**src/sv/u8d_pkg.sv**
```systemverilog
`default_nettype none
// ----------------------------------------------------------------------------
// u8d_pkg
// types, codes and table functions shared by the utf-8 decoder files
// ----------------------------------------------------------------------------
package u8d_pkg;

  localparam int CP_W  = 21;
  localparam int ST_W  = 4;
  localparam int CLS_W = 4;

  typedef logic [ST_W-1:0]  dfa_state_t;
  typedef logic [CLS_W-1:0] byte_class_t;
  typedef logic [CP_W-1:0]  code_point_t;

  localparam dfa_state_t DFA_ACCEPT = 4'd0;
  localparam dfa_state_t DFA_REJECT = 4'd1;
  localparam dfa_state_t DFA_S2     = 4'd2;
  localparam dfa_state_t DFA_S3     = 4'd3;
  localparam dfa_state_t DFA_S4     = 4'd4;
  localparam dfa_state_t DFA_S5     = 4'd5;
  localparam dfa_state_t DFA_S6     = 4'd6;
  localparam dfa_state_t DFA_S7     = 4'd7;
  localparam dfa_state_t DFA_S8     = 4'd8;

  // character classes
  localparam byte_class_t CLS_ASCII    = 4'd0;
  localparam byte_class_t CLS_CONT_8X  = 4'd1;
  localparam byte_class_t CLS_LEAD2    = 4'd2;
  localparam byte_class_t CLS_LEAD3    = 4'd3;
  localparam byte_class_t CLS_LEAD_ED  = 4'd4;
  localparam byte_class_t CLS_LEAD_F4  = 4'd5;
  localparam byte_class_t CLS_LEAD4    = 4'd6;
  localparam byte_class_t CLS_CONT_AB  = 4'd7;
  localparam byte_class_t CLS_BAD      = 4'd8;
  localparam byte_class_t CLS_CONT_9X  = 4'd9;
  localparam byte_class_t CLS_LEAD_E0  = 4'd10;
  localparam byte_class_t CLS_LEAD_F0  = 4'd11;

  typedef enum logic [1:0] {
    STATUS_MORE    = 2'd0,
    STATUS_DONE    = 2'd1,
    STATUS_INVALID = 2'd2
  } status_t;

  typedef struct packed {
    dfa_state_t  state;
    code_point_t acc;
    code_point_t code_point;
    status_t     status;
  } step_result_t;

  function automatic byte_class_t byte_class(input logic [7:0] b);
    byte_class_t c;
    if (b < 8'h80)       c = CLS_ASCII;
    else if (b < 8'h90)  c = CLS_CONT_8X;
    else if (b < 8'hA0)  c = CLS_CONT_9X;
    else if (b < 8'hC0)  c = CLS_CONT_AB;
    else if (b < 8'hC2)  c = CLS_BAD;
    else if (b < 8'hE0)  c = CLS_LEAD2;
    else if (b == 8'hE0) c = CLS_LEAD_E0;
    else if (b == 8'hED) c = CLS_LEAD_ED;
    else if (b < 8'hF0)  c = CLS_LEAD3;
    else if (b == 8'hF0) c = CLS_LEAD_F0;
    else if (b < 8'hF4)  c = CLS_LEAD4;
    else if (b == 8'hF4) c = CLS_LEAD_F4;
    else                 c = CLS_BAD;
    return c;
  endfunction

  function automatic dfa_state_t next_state(input dfa_state_t s, input byte_class_t c);
    dfa_state_t n;
    logic       c1, c7, c9;
    c1 = (c == CLS_CONT_8X);
    c7 = (c == CLS_CONT_AB);
    c9 = (c == CLS_CONT_9X);
    n  = DFA_REJECT;
    case (s)
      DFA_ACCEPT: begin
        case (c)
          CLS_ASCII:   n = DFA_ACCEPT;
          CLS_LEAD2:   n = DFA_S2;
          CLS_LEAD3:   n = DFA_S3;
          CLS_LEAD_ED: n = DFA_S5;
          CLS_LEAD_F4: n = DFA_S8;
          CLS_LEAD4:   n = DFA_S7;
          CLS_LEAD_E0: n = DFA_S4;
          CLS_LEAD_F0: n = DFA_S6;
          default:     n = DFA_REJECT;
        endcase
      end
      DFA_S2: if (c1 || c7 || c9) n = DFA_ACCEPT;
      DFA_S3: if (c1 || c7 || c9) n = DFA_S2;
      DFA_S4: if (c7) n = DFA_S2;
      DFA_S5: if (c1 || c9) n = DFA_S2;
      DFA_S6: if (c7 || c9) n = DFA_S3;
      DFA_S7: if (c1 || c7 || c9) n = DFA_S3;
      DFA_S8: if (c1) n = DFA_S3;
      default: n = DFA_REJECT;  // reject state sticks; unused codes go to reject
    endcase
    return n;
  endfunction

endpackage
`default_nettype wire

```
**src/sv/u8d_in_if.sv**
```systemverilog
`default_nettype none
// ----------------------------------------------------------------------------
// u8d_in_if
// byte channel into the decoder
// ----------------------------------------------------------------------------
interface u8d_in_if;
  logic       valid;
  logic       ready;
  logic [7:0] data_byte;
  logic       text_start;

  modport source (output valid, output data_byte, output text_start, input ready);
  modport sink   (input valid, input data_byte, input text_start, output ready);
endinterface
`default_nettype wire

```
**src/sv/u8d_out_if.sv**
```systemverilog
`default_nettype none
// ----------------------------------------------------------------------------
// u8d_out_if
// result channel out of the decoder
// ----------------------------------------------------------------------------
interface u8d_out_if;
  logic        valid;
  logic        ready;
  logic [20:0] code_point;
  logic [1:0]  status;

  modport source (output valid, output code_point, output status, input ready);
  modport sink   (input valid, input code_point, input status, output ready);
endinterface
`default_nettype wire

```
**src/sv/u8d_step.sv**
```systemverilog
`default_nettype none
// ----------------------------------------------------------------------------
// u8d_step
// one automaton step: classify byte, update accumulator and state
// ----------------------------------------------------------------------------
module u8d_step import u8d_pkg::*; (
  input  dfa_state_t   state,
  input  code_point_t  acc,
  input  logic [7:0]   data_byte,
  input  logic         text_start,
  output step_result_t res
);

  dfa_state_t  st_eff;
  code_point_t acc_eff;
  byte_class_t cls;
  logic [7:0]  lead_mask;
  dfa_state_t  st_new;
  code_point_t acc_new;

  always_comb begin
    // text start restarts decoding before this byte
    st_eff    = text_start ? DFA_ACCEPT : state;
    acc_eff   = text_start ? '0 : acc;
    cls       = byte_class(data_byte);
    lead_mask = 8'hFF >> cls;
    if (st_eff == DFA_ACCEPT) begin
      acc_new = {{(CP_W-8){1'b0}}, lead_mask & data_byte};
    end else begin
      acc_new = {acc_eff[CP_W-7:0], data_byte[5:0]};
    end
    st_new = next_state(st_eff, cls);

    res.state      = st_new;
    res.acc        = acc_new;
    res.code_point = '0;
    if (st_new == DFA_ACCEPT) begin
      res.status     = STATUS_DONE;
      res.code_point = acc_new;
    end else if (st_new == DFA_REJECT) begin
      res.status = STATUS_INVALID;
    end else begin
      res.status = STATUS_MORE;
    end
  end

endmodule
`default_nettype wire

```
**src/sv/utf8_byte_stream_decoder_top.sv**
```systemverilog
`default_nettype none
// ----------------------------------------------------------------------------
// utf8_byte_stream_decoder_top
// streaming utf-8 decoder, one byte in and one result out per beat
// ----------------------------------------------------------------------------
// Every accepted byte beat yields exactly one result beat: status 0 means
// more bytes are needed, 1 means a code point is complete (code_point holds
// it, otherwise code_point is zero), 2 means the sequence is invalid. The
// invalid state holds until a byte arrives with text_start set, which
// restarts the automaton before that byte is decoded. Throughput is one byte
// per clock unless out_chan.ready holds it off; each beat passes through the
// input register and then the result register. The rate is set by the
// state feedback loop: classifier, next-state table and accumulator shift
// sit between the input register and the result register, and the state
// registers update in the same cycle the result is captured.
// ----------------------------------------------------------------------------
module utf8_byte_stream_decoder_top import u8d_pkg::*; (
  input  wire         clk,
  input  wire         rst_n,
  u8d_in_if.sink      in_chan,
  u8d_out_if.source   out_chan
);

  // input register
  logic        s1_valid_r;
  logic [7:0]  s1_byte_r;
  logic        s1_start_r;

  // automaton state
  dfa_state_t  dfa_state_r;
  code_point_t acc_r;

  // result register
  logic        out_valid_r;
  code_point_t out_cp_r;
  status_t     out_status_r;

  step_result_t step_res;
  logic         s1_advance;
  logic         in_take;

  // input stage moves on whenever the result register is free or draining
  assign s1_advance = s1_valid_r && (!out_valid_r || out_chan.ready);
  assign in_chan.ready = !s1_valid_r || s1_advance;
  assign in_take = in_chan.valid && in_chan.ready;

  u8d_step u_step (
    .state      (dfa_state_r),
    .acc        (acc_r),
    .data_byte  (s1_byte_r),
    .text_start (s1_start_r),
    .res        (step_res)
  );

  // control: valids and automaton state
  always_ff @(posedge clk) begin
    if (!rst_n) begin
      s1_valid_r  <= 1'b0;
      out_valid_r <= 1'b0;
      dfa_state_r <= DFA_ACCEPT;
      acc_r       <= '0;
    end else begin
      if (in_take) begin
        s1_valid_r <= 1'b1;
      end else if (s1_advance) begin
        s1_valid_r <= 1'b0;
      end
      if (s1_advance) begin
        out_valid_r <= 1'b1;
        dfa_state_r <= step_res.state;
        acc_r       <= step_res.acc;
      end else if (out_chan.ready) begin
        out_valid_r <= 1'b0;
      end
    end
  end

  // payload registers
  always_ff @(posedge clk) begin
    if (in_take) begin
      s1_byte_r  <= in_chan.data_byte;
      s1_start_r <= in_chan.text_start;
    end
    if (s1_advance) begin
      out_cp_r     <= step_res.code_point;
      out_status_r <= step_res.status;
    end
  end

  assign out_chan.valid      = out_valid_r;
  assign out_chan.code_point = out_cp_r;
  assign out_chan.status     = out_status_r;

endmodule
`default_nettype wire

```
**src/flat_wrapper.sv**
```systemverilog
// flat-port wrapper written by rule: the top's interface ports become plain ports
module utf8_byte_stream_decoder_top_flat import u8d_pkg::*;
  (clk, rst_n, in_chan_valid, in_chan_data_byte, in_chan_text_start, in_chan_ready, out_chan_valid, out_chan_code_point, out_chan_status, out_chan_ready);
  u8d_in_if in_chan_i ();
  u8d_out_if out_chan_i ();
  input  wire clk;
  input  wire rst_n;
  input wire logic [$bits(in_chan_i.valid)-1:0] in_chan_valid;
  input wire logic [$bits(in_chan_i.data_byte)-1:0] in_chan_data_byte;
  input wire logic [$bits(in_chan_i.text_start)-1:0] in_chan_text_start;
  output wire logic [$bits(in_chan_i.ready)-1:0] in_chan_ready;
  output wire logic [$bits(out_chan_i.valid)-1:0] out_chan_valid;
  output wire logic [$bits(out_chan_i.code_point)-1:0] out_chan_code_point;
  output wire logic [$bits(out_chan_i.status)-1:0] out_chan_status;
  input wire logic [$bits(out_chan_i.ready)-1:0] out_chan_ready;
  assign in_chan_i.valid = in_chan_valid;
  assign in_chan_i.data_byte = in_chan_data_byte;
  assign in_chan_i.text_start = in_chan_text_start;
  assign in_chan_ready = in_chan_i.ready;
  assign out_chan_valid = out_chan_i.valid;
  assign out_chan_code_point = out_chan_i.code_point;
  assign out_chan_status = out_chan_i.status;
  assign out_chan_i.ready = out_chan_ready;
  utf8_byte_stream_decoder_top u_core (.clk(clk), .rst_n(rst_n), .in_chan(in_chan_i), .out_chan(out_chan_i));
endmodule
```
**config.mk**
```make
export PLATFORM = sky130hd
export DESIGN_NAME = utf8_byte_stream_decoder_top_flat
export DESIGN_NICKNAME = d
export VERILOG_FILES = /design/src/sv/u8d_pkg.sv /design/src/sv/u8d_in_if.sv /design/src/sv/u8d_out_if.sv /design/src/sv/u8d_step.sv /design/src/sv/utf8_byte_stream_decoder_top.sv /design/src/flat_wrapper.sv
export SDC_FILE = /design/constraint.sdc
export NUM_CORES = 1
export LEC_CHECK = 0
export ABC_AREA = 1
export BUFFER_PORTS_ARGS = -buffer_cell sky130_fd_sc_hd__buf_2
export CORE_AREA = 2 2 69 71
export CTS_CLUSTER_SIZE = 14
export DETAILED_ROUTE_END_ITERATION = 10
export DIE_AREA = 0 0 71 73
export PLACE_DENSITY = 0.81
export SLEW_MARGIN = 20
export SYNTH_ARGS = -nofsm -noshare
export SYNTH_HDL_FRONTEND = slang
export SYNTH_SLANG_ARGS = --single-unit
```
**constraint.sdc**
```tcl
create_clock -name clk -period 3 [get_ports clk]
set_input_delay 0.15 -clock clk [delete_from_list [all_inputs] [get_ports clk]]
set_output_delay 0.15 -clock clk [all_outputs]
set_load 0.02 [all_outputs]
```
==> After elaboration in Yosys (flattened, before gate mapping) <==
Memories as Yosys holds them, arrays and structs flattened.
Cells that the tools add are included.
{ "word_totals": {"output_inout_bits": 25, "regBits": 53, "inputBits": 13, "mem_count": 1, "mem_bits_ro": 64} }
{ "op_classes": {"reduce_logical": 14, "magnitude_cmp": 8, "mux": 28, "shifts": 1, "n_eq_ne": 15, "bitwise": 1} }
{ "memory_table": {"columns": ["name", "words", "word_bits", "read_ports", "rd_ports_with_merged_regs", "wr", "line", "text"], "rows": [
  ["(no name shown)", 16, 4, 1, 0, 0, "u8d_pkg.sv:80", "case (c)"]
]} }
{ "ops": {"columns": ["operator", "count"], "rows": [
  ["$lt 8x8->1 const B", 8],
  ["$mux 4", 13],
  ["$eq 8x8->1 const B", 4],
  ["$pmux 4 s8", 1],
  ["$mux 21", 1],
  ["$eq 4x3->1 const B", 5],
  ["$mux 15", 1],
  ["$mux 2", 7],
  ["$and 8x8->8", 1],
  ["$eq 4x1->1 const B", 2],
  ["$eq 4x2->1 const B", 2],
  ["$eq 4x4->1 const B", 2],
  ["$logic_not 4->1", 2],
  ["$shr 8x4->8 const A", 1],
  ["$logic_or 1x1->1", 6],
  ["$mux 1", 5],
  ["$reduce_bool 2->1", 2],
  ["$logic_and 1x1->1", 2],
  ["$logic_not 1->1", 2]
]} }

==> Longest topological paths before layout <==
{ "logic_depth": {"depth_word": 20, "depth_mapped": 16, "depth_no_buf": 16} }

==> By module <==
Synthesis repeated with hierarchy kept, for this count alone.
{ "unflattened": {"hier_cells": 416, "hier_area_um2": 3133.0} }
{ "modules_own_cells": {"columns": ["mod", "n_inst", "cells_each", "area_each_um2", "seq_area_each_um2"], "rows": [
  ["utf8_byte_stream_decoder_top", 1, 209, 2189.6, 1501.4],
  ["u8d_step", 1, 207, 943.4, 0.0]
]} }

==> Worst setup path before layout <==
OpenSTA, ideal clock, no wires.
{ "synth_timing": {"path_type": "register to register", "start": "register u_core.out_valid_r, in the netlist u_core.out_chan.valid", "end": "register u_core.out_cp_r[0], in the netlist u_core.out_chan.code_point[0] (enable)", "n_path_buf": 2, "setup_slack_ns": 0.917, "path_stages_with_launch": 6, "required_time_ns": 2.604, "setup_ns": 0.396, "t_arrival_ns": 1.686, "cell_sequence": "dfxtp_1 nand2_1 nand2_1 inv_1 clkbuf_1 clkbuf_1"} }
{ "synth_via": {"elab_chain_cells": 3} }
{ "synth_lines": {"columns": ["element", "line", "text"], "rows": [
  ["start: declaration", "utf8_byte_stream_decoder_top.sv:34", "logic out_valid_r;"],
  ["start signal: assignment", "utf8_byte_stream_decoder_top.sv:59", "out_valid_r <= 1'b0;"],
  ["start signal: assignment", "utf8_byte_stream_decoder_top.sv:69", "out_valid_r <= 1'b1;"],
  ["start signal: assignment", "utf8_byte_stream_decoder_top.sv:73", "out_valid_r <= 1'b0;"],
  ["$logic_not 1->1", "utf8_byte_stream_decoder_top.sv:43", "assign s1_advance = s1_valid_r && (!out_valid_r || out_chan.ready);"],
  ["$logic_or 1x1->1", "utf8_byte_stream_decoder_top.sv:43", null],
  ["$logic_and 1x1->1", "utf8_byte_stream_decoder_top.sv:43", null],
  ["net u_core.s1_advance", "utf8_byte_stream_decoder_top.sv:39", "logic s1_advance;"],
  ["end signal: assignment", "utf8_byte_stream_decoder_top.sv:85", "out_cp_r <= step_res.code_point;"],
  ["end: declaration", "utf8_byte_stream_decoder_top.sv:35", "code_point_t out_cp_r;"]
]} }
The timed path passes the listed nets, and every way through them passes these cells.
A chain may end at the register's enable or synchronous reset.

==> Worst setup path in the final report <==
{ "layout_timing": {"start": "register u_core.s1_start_r", "end": "register u_core.out_cp_r[8], in the netlist u_core.out_chan.code_point[8], data pin"} }
{ "layout_via": {"elab_chain_cells": 4, "word_cells_on_any_way": 13, "cone_classes": "eq/ne (7); mux (4); reduce/logical (2)"} }
{ "layout_lines": {"columns": ["element", "line", "text"], "rows": [
  ["start: declaration", "utf8_byte_stream_decoder_top.sv:27", "logic s1_start_r;"],
  ["start signal: assignment", "utf8_byte_stream_decoder_top.sv:82", "s1_start_r <= in_chan.text_start;"],
  ["$mux 4", "u8d_step.sv:23", "st_eff = text_start ? DFA_ACCEPT : state;"],
  ["$eq 4x4->1, or another cell as far along", "u8d_pkg.sv:78", "case (s)"],
  ["$pmux 4 s8", "u8d_pkg.sv:78", null],
  ["$logic_not 4->1", "u8d_step.sv:37", "if (st_new == DFA_ACCEPT) begin"]
]} }
Parallel ways exist; a longest one is shown, timed or not.

==> key figures <==
Timing
  • Final period demand of the worst path: 2640 ps
  • Fin. Hold Viols: 0
  • Unrepaired setup endpoints after global routing: no
  • Max-Slew Margin vs Limit: 47.0%
  • Final setup vio count: 0
  • Layout Skew: 8.80 ps
  • FMAX: 0.379 GHz
  • Hold Worst Slack: 10.7 ps
  • Slew of the pin with the lowest slew margin: 794 ps
  • Worst path setup slack after routing: 364 ps
  • Max Slew Vio Count: 0
  • Post-Route Setup TNS: 0 ps
  • Share of the clock period used by the worst path: 87.9%

Yosys
  • Number of different library cells in the post-synthesis netlist: 30
  • Main flop type after synthesis: sky130_fd_sc_hd__edfxtp_1
  • Number of synthesized flops with an enable pin: 32
  • Most instantiated cells after synthesis: 64 x sky130_fd_sc_hd__nand2_1, 43 x sky130_fd_sc_hd__inv_1, 32 x sky130_fd_sc_hd__edfxtp_1
  • Most frequent cell after synthesis: sky130_fd_sc_hd__nand2_1
  • Number of warnings reported in the yosys synthesis log: 0
  • Yosys top cell area share: 37.5%
  • Post-synthesis cell count: 306
  • Proportion of synthesized chip area in sequential cells: 53.9%
  • Share of synthesized flip-flops with an asynchronous set or reset: 0%
  • Average cell area after synthesis: 8.37 um2
  • Cell Area, Synth: 0.00256 mm2
  • Flip-flop and latch count after synthesis: 53
  • Dominant cell type by area after synthesis: sky130_fd_sc_hd__edfxtp_1
  • Synthesized net count: 319
  • Top cells by area in the synthesized netlist: sky130_fd_sc_hd__edfxtp_1 38%, sky130_fd_sc_hd__dfxtp_1 16%, sky130_fd_sc_hd__nand2_1 9.4%

Clocking
  • Clock H-tree levels: 2
  • Clock edge transition at the registers on the reported setup and hold paths: 100 ps
  • Post-cts gate resize count: 0
  • TritonCTS buffer count: 5
  • Bufs on Longest Clock Path: 2
  • Cell at the root of the clock tree: sky130_fd_sc_hd__clkbuf_8
  • Clock latency on the worst-skew pair: 310 ps
  • Clock tree from TritonCTS: yes
  • Num Clock Sinks: 53

Finish
  • Antenna diode instance count: 0
  • Layout cells sized above 1: 21.8%
  • Area growth from synthesis to layout: 13.2%
  • Fraction of the core area covered by cells at the end of the flow: 63.9%
  • Number of fill cells: 369
  • Total number of nets in the final design: 356
  • Non-filler cells, final: 398

Power and ir drop
  • Part of the power in combinational logic: 14.3%
  • Reg power frac: 57.5%
  • Cell internal power dissipation: 1040 uW
  • Power per standard cell area: 502 mW/mm2
  • Power spent charging and discharging nets: 412 uW
  • Clock power share: 28.2%
  • Worst-case vdd ir drop: 0.000366 V
  • Switching power as a share of total power: 28.3%
  • Static leakage power: 0.00127 uW

Flow run
  • Number of maximum-capacitance violations: 0

Worst setup path
  • Startpoint of the worst register-to-register path: u_core.s1_start_r
  • Slowest-stage cell, CP: sky130_fd_sc_hd__nor2_1
  • Launching element of the worst setup path: u_core.s1_start_r
  • Worst Path Required: 3070 ps
  • Endpoint class of the critical path: flip-flop
  • Most prevalent standard cell on the critical path: sky130_fd_sc_hd__nor2_1
  • Reg2reg end: u_core.out_chan.code_point[8]
  • Crit path buffers/inverters: 2
  • Biggest cell delay along the critical path: 480 ps
  • Type of the setup path with the least slack: flip-flop to flip-flop
  • Critical Path End: u_core.out_chan.code_point[8]
  • Total number of cells along the worst setup path: 11
  • Sequence of cells on the critical path: inv_1 > nand2_1 > nand2_1 > nor2_1 > inv_1 > nor2_1 > nand3_1 > nand3_1 > nor3_4 > nand3_2 > nor2_1
  • Number of cells on the worst reg-to-reg path: 11
  • Crit start category: flip-flop
  • Arr. time, crit path: 2700 ps
  • Top fanout value on the critical path: 13
  • Worst path top cell family by delay: simple AND/OR/NAND/NOR gates
  • Worst reg-to-reg setup slack: 360 ps

Detailed routing
  • DRC violation total after the first TritonRoute iteration: 141
  • Routed wire per std cell: 12.4 um
  • DRC violations left: 0
  • Via density per instance: 5.23
  • Total via count in the routed design: 2081
  • Detailed-routing iteration count for the pre-antenna-repair pass: 4
  • Total wirelength of the detailed-routed design: 4960 um
  • Antenna violation net count after detailed routing: 0

Floorplanning
  • Floorplan Core Area: 0.00454 mm2
  • Die span in x: 71 um
  • Standard-cell row count: 25
  • Io pins: 38
  • Die Footprint: 0.00518 mm2
  • Starting Density: 56.5%
  • Die Y-Extent: 73 um

Outcome
  • Result of the run: finished clean

Placed design
  • Total half-perimeter wirelength after legalization and detailed placement: 3630 um
  • Count of input and output buffers: 37
  • Instance count after placement with tap cells included: 388
  • Pre-CTS worst setup slack: 444 ps
  • Placer congestion estimate: 0.999

Min path
  • Worst min-delay path category: input port to flip-flop

Global routing
  • Global route overflow: 0
  • Vias in the first global route: 1844
  • First-pass GRT wire length: 7920 um
  • Maximum number of pins on one net before global-route repair: 33
  • Initial antenna violation count: 0
  • GRT Overall Usage: 19.8%
==> per-layer routing <==
layer	global-route usage, %	vias to the layer above	wire (um)
met5	0	-	0
met4	10.5	0	133
met3	4.14	12	299
met2	33.0	79	2350
met1	24.2	926	2170
li1	-	1064	-
==> metrics by stage <==
step	instance area [um2]	power (uW)
after CTS	2880	1460
after global placement	2790	1050
after detailed placement	2790	1060
final	2900	1460
after global routing	2900	1520
after floorplan	2560	1000
==> cells by family (layout without fill, tap and decap cells) <==
logic type | Yosys count | in the layout | share of synthesized area, %
and+or+nand+nor | 148 | 148 | 27.0
buffers and inverters | 57 | 95 | 8.84
DFF | 53 | 53 | 53.9
AOI/OAI and AO/OA | 48 | 48 | 10.3
==> registers in the layout, indices dropped and copies added (netlist names) <==
signal                      flops
u_core.acc_r                   15
u_core.s1_byte_r                8
u_core.out_chan.code_point     21
u_core.s1_valid_r               1
u_core.out_chan.valid           1
u_core.dfa_state_r              4
u_core.out_chan.status          2
u_core.s1_start_r               1
==> worst min-delay path by stage <==
stage          slack (ps)  cells past startpoint                  from                   to
2_1_floorplan         250                      0  in_chan_data_byte[0]  u_core.s1_byte_r[0]
3_3_place_gp          330                      1  in_chan_data_byte[1]  u_core.s1_byte_r[1]
3_5_place_dp          330                      1  in_chan_data_byte[5]  u_core.s1_byte_r[5]
4_1_cts                 5                      1  in_chan_data_byte[0]  u_core.s1_byte_r[0]
5_1_grt               0.8                      1  in_chan_data_byte[1]  u_core.s1_byte_r[1]
6_report               10                      1  in_chan_data_byte[4]  u_core.s1_byte_r[4]
==> area by class of cell <==
type,instances,area (um2),share of cell area (%)
clock buffers,5,68.8,2.37
clock inverters,3,26.3,0.906
inverters,47,176,6.08
multi-input cells,196,955,32.9
flip-flops and latches,53,1380,47.6
well taps,54,67.6,2.33
repair buffers,40,225,7.77
==> power by group through the flow <==
stage / sequential, uW / clock (uW) / combinational [uW]
global route: 841 / 447 / 233
global placement: 852 / 0 / 203
floorplan: 866 / 0 / 135
finish: 837 / 411 / 209
detailed placement: 853 / 0 / 206
CTS: 837 / 421 / 207
==> cells in the final DEF, fill, tap and decap left out, drive strengths merged <==
cell type     n
nand2        72
inv          48
nor2         45
buf          38
edfxtp       32
a21oi        23
nand3        23
dfxtp        21
o21ai        17
clkbuf        5
nor3          4
nand4         3
o211ai        2
clkinvlp      2
dlygate4sd3   2
o31ai         1
o21bai        1
a21boi        1
o2111ai       1
o311ai        1
nand3b        1
o21a          1
==> what timing repair did <==
item,CTS,global route
hold endpoints to repair,0,2
buffers inserted,0,0
hold buffers,0,2
(Power assumes the default switching activity.)
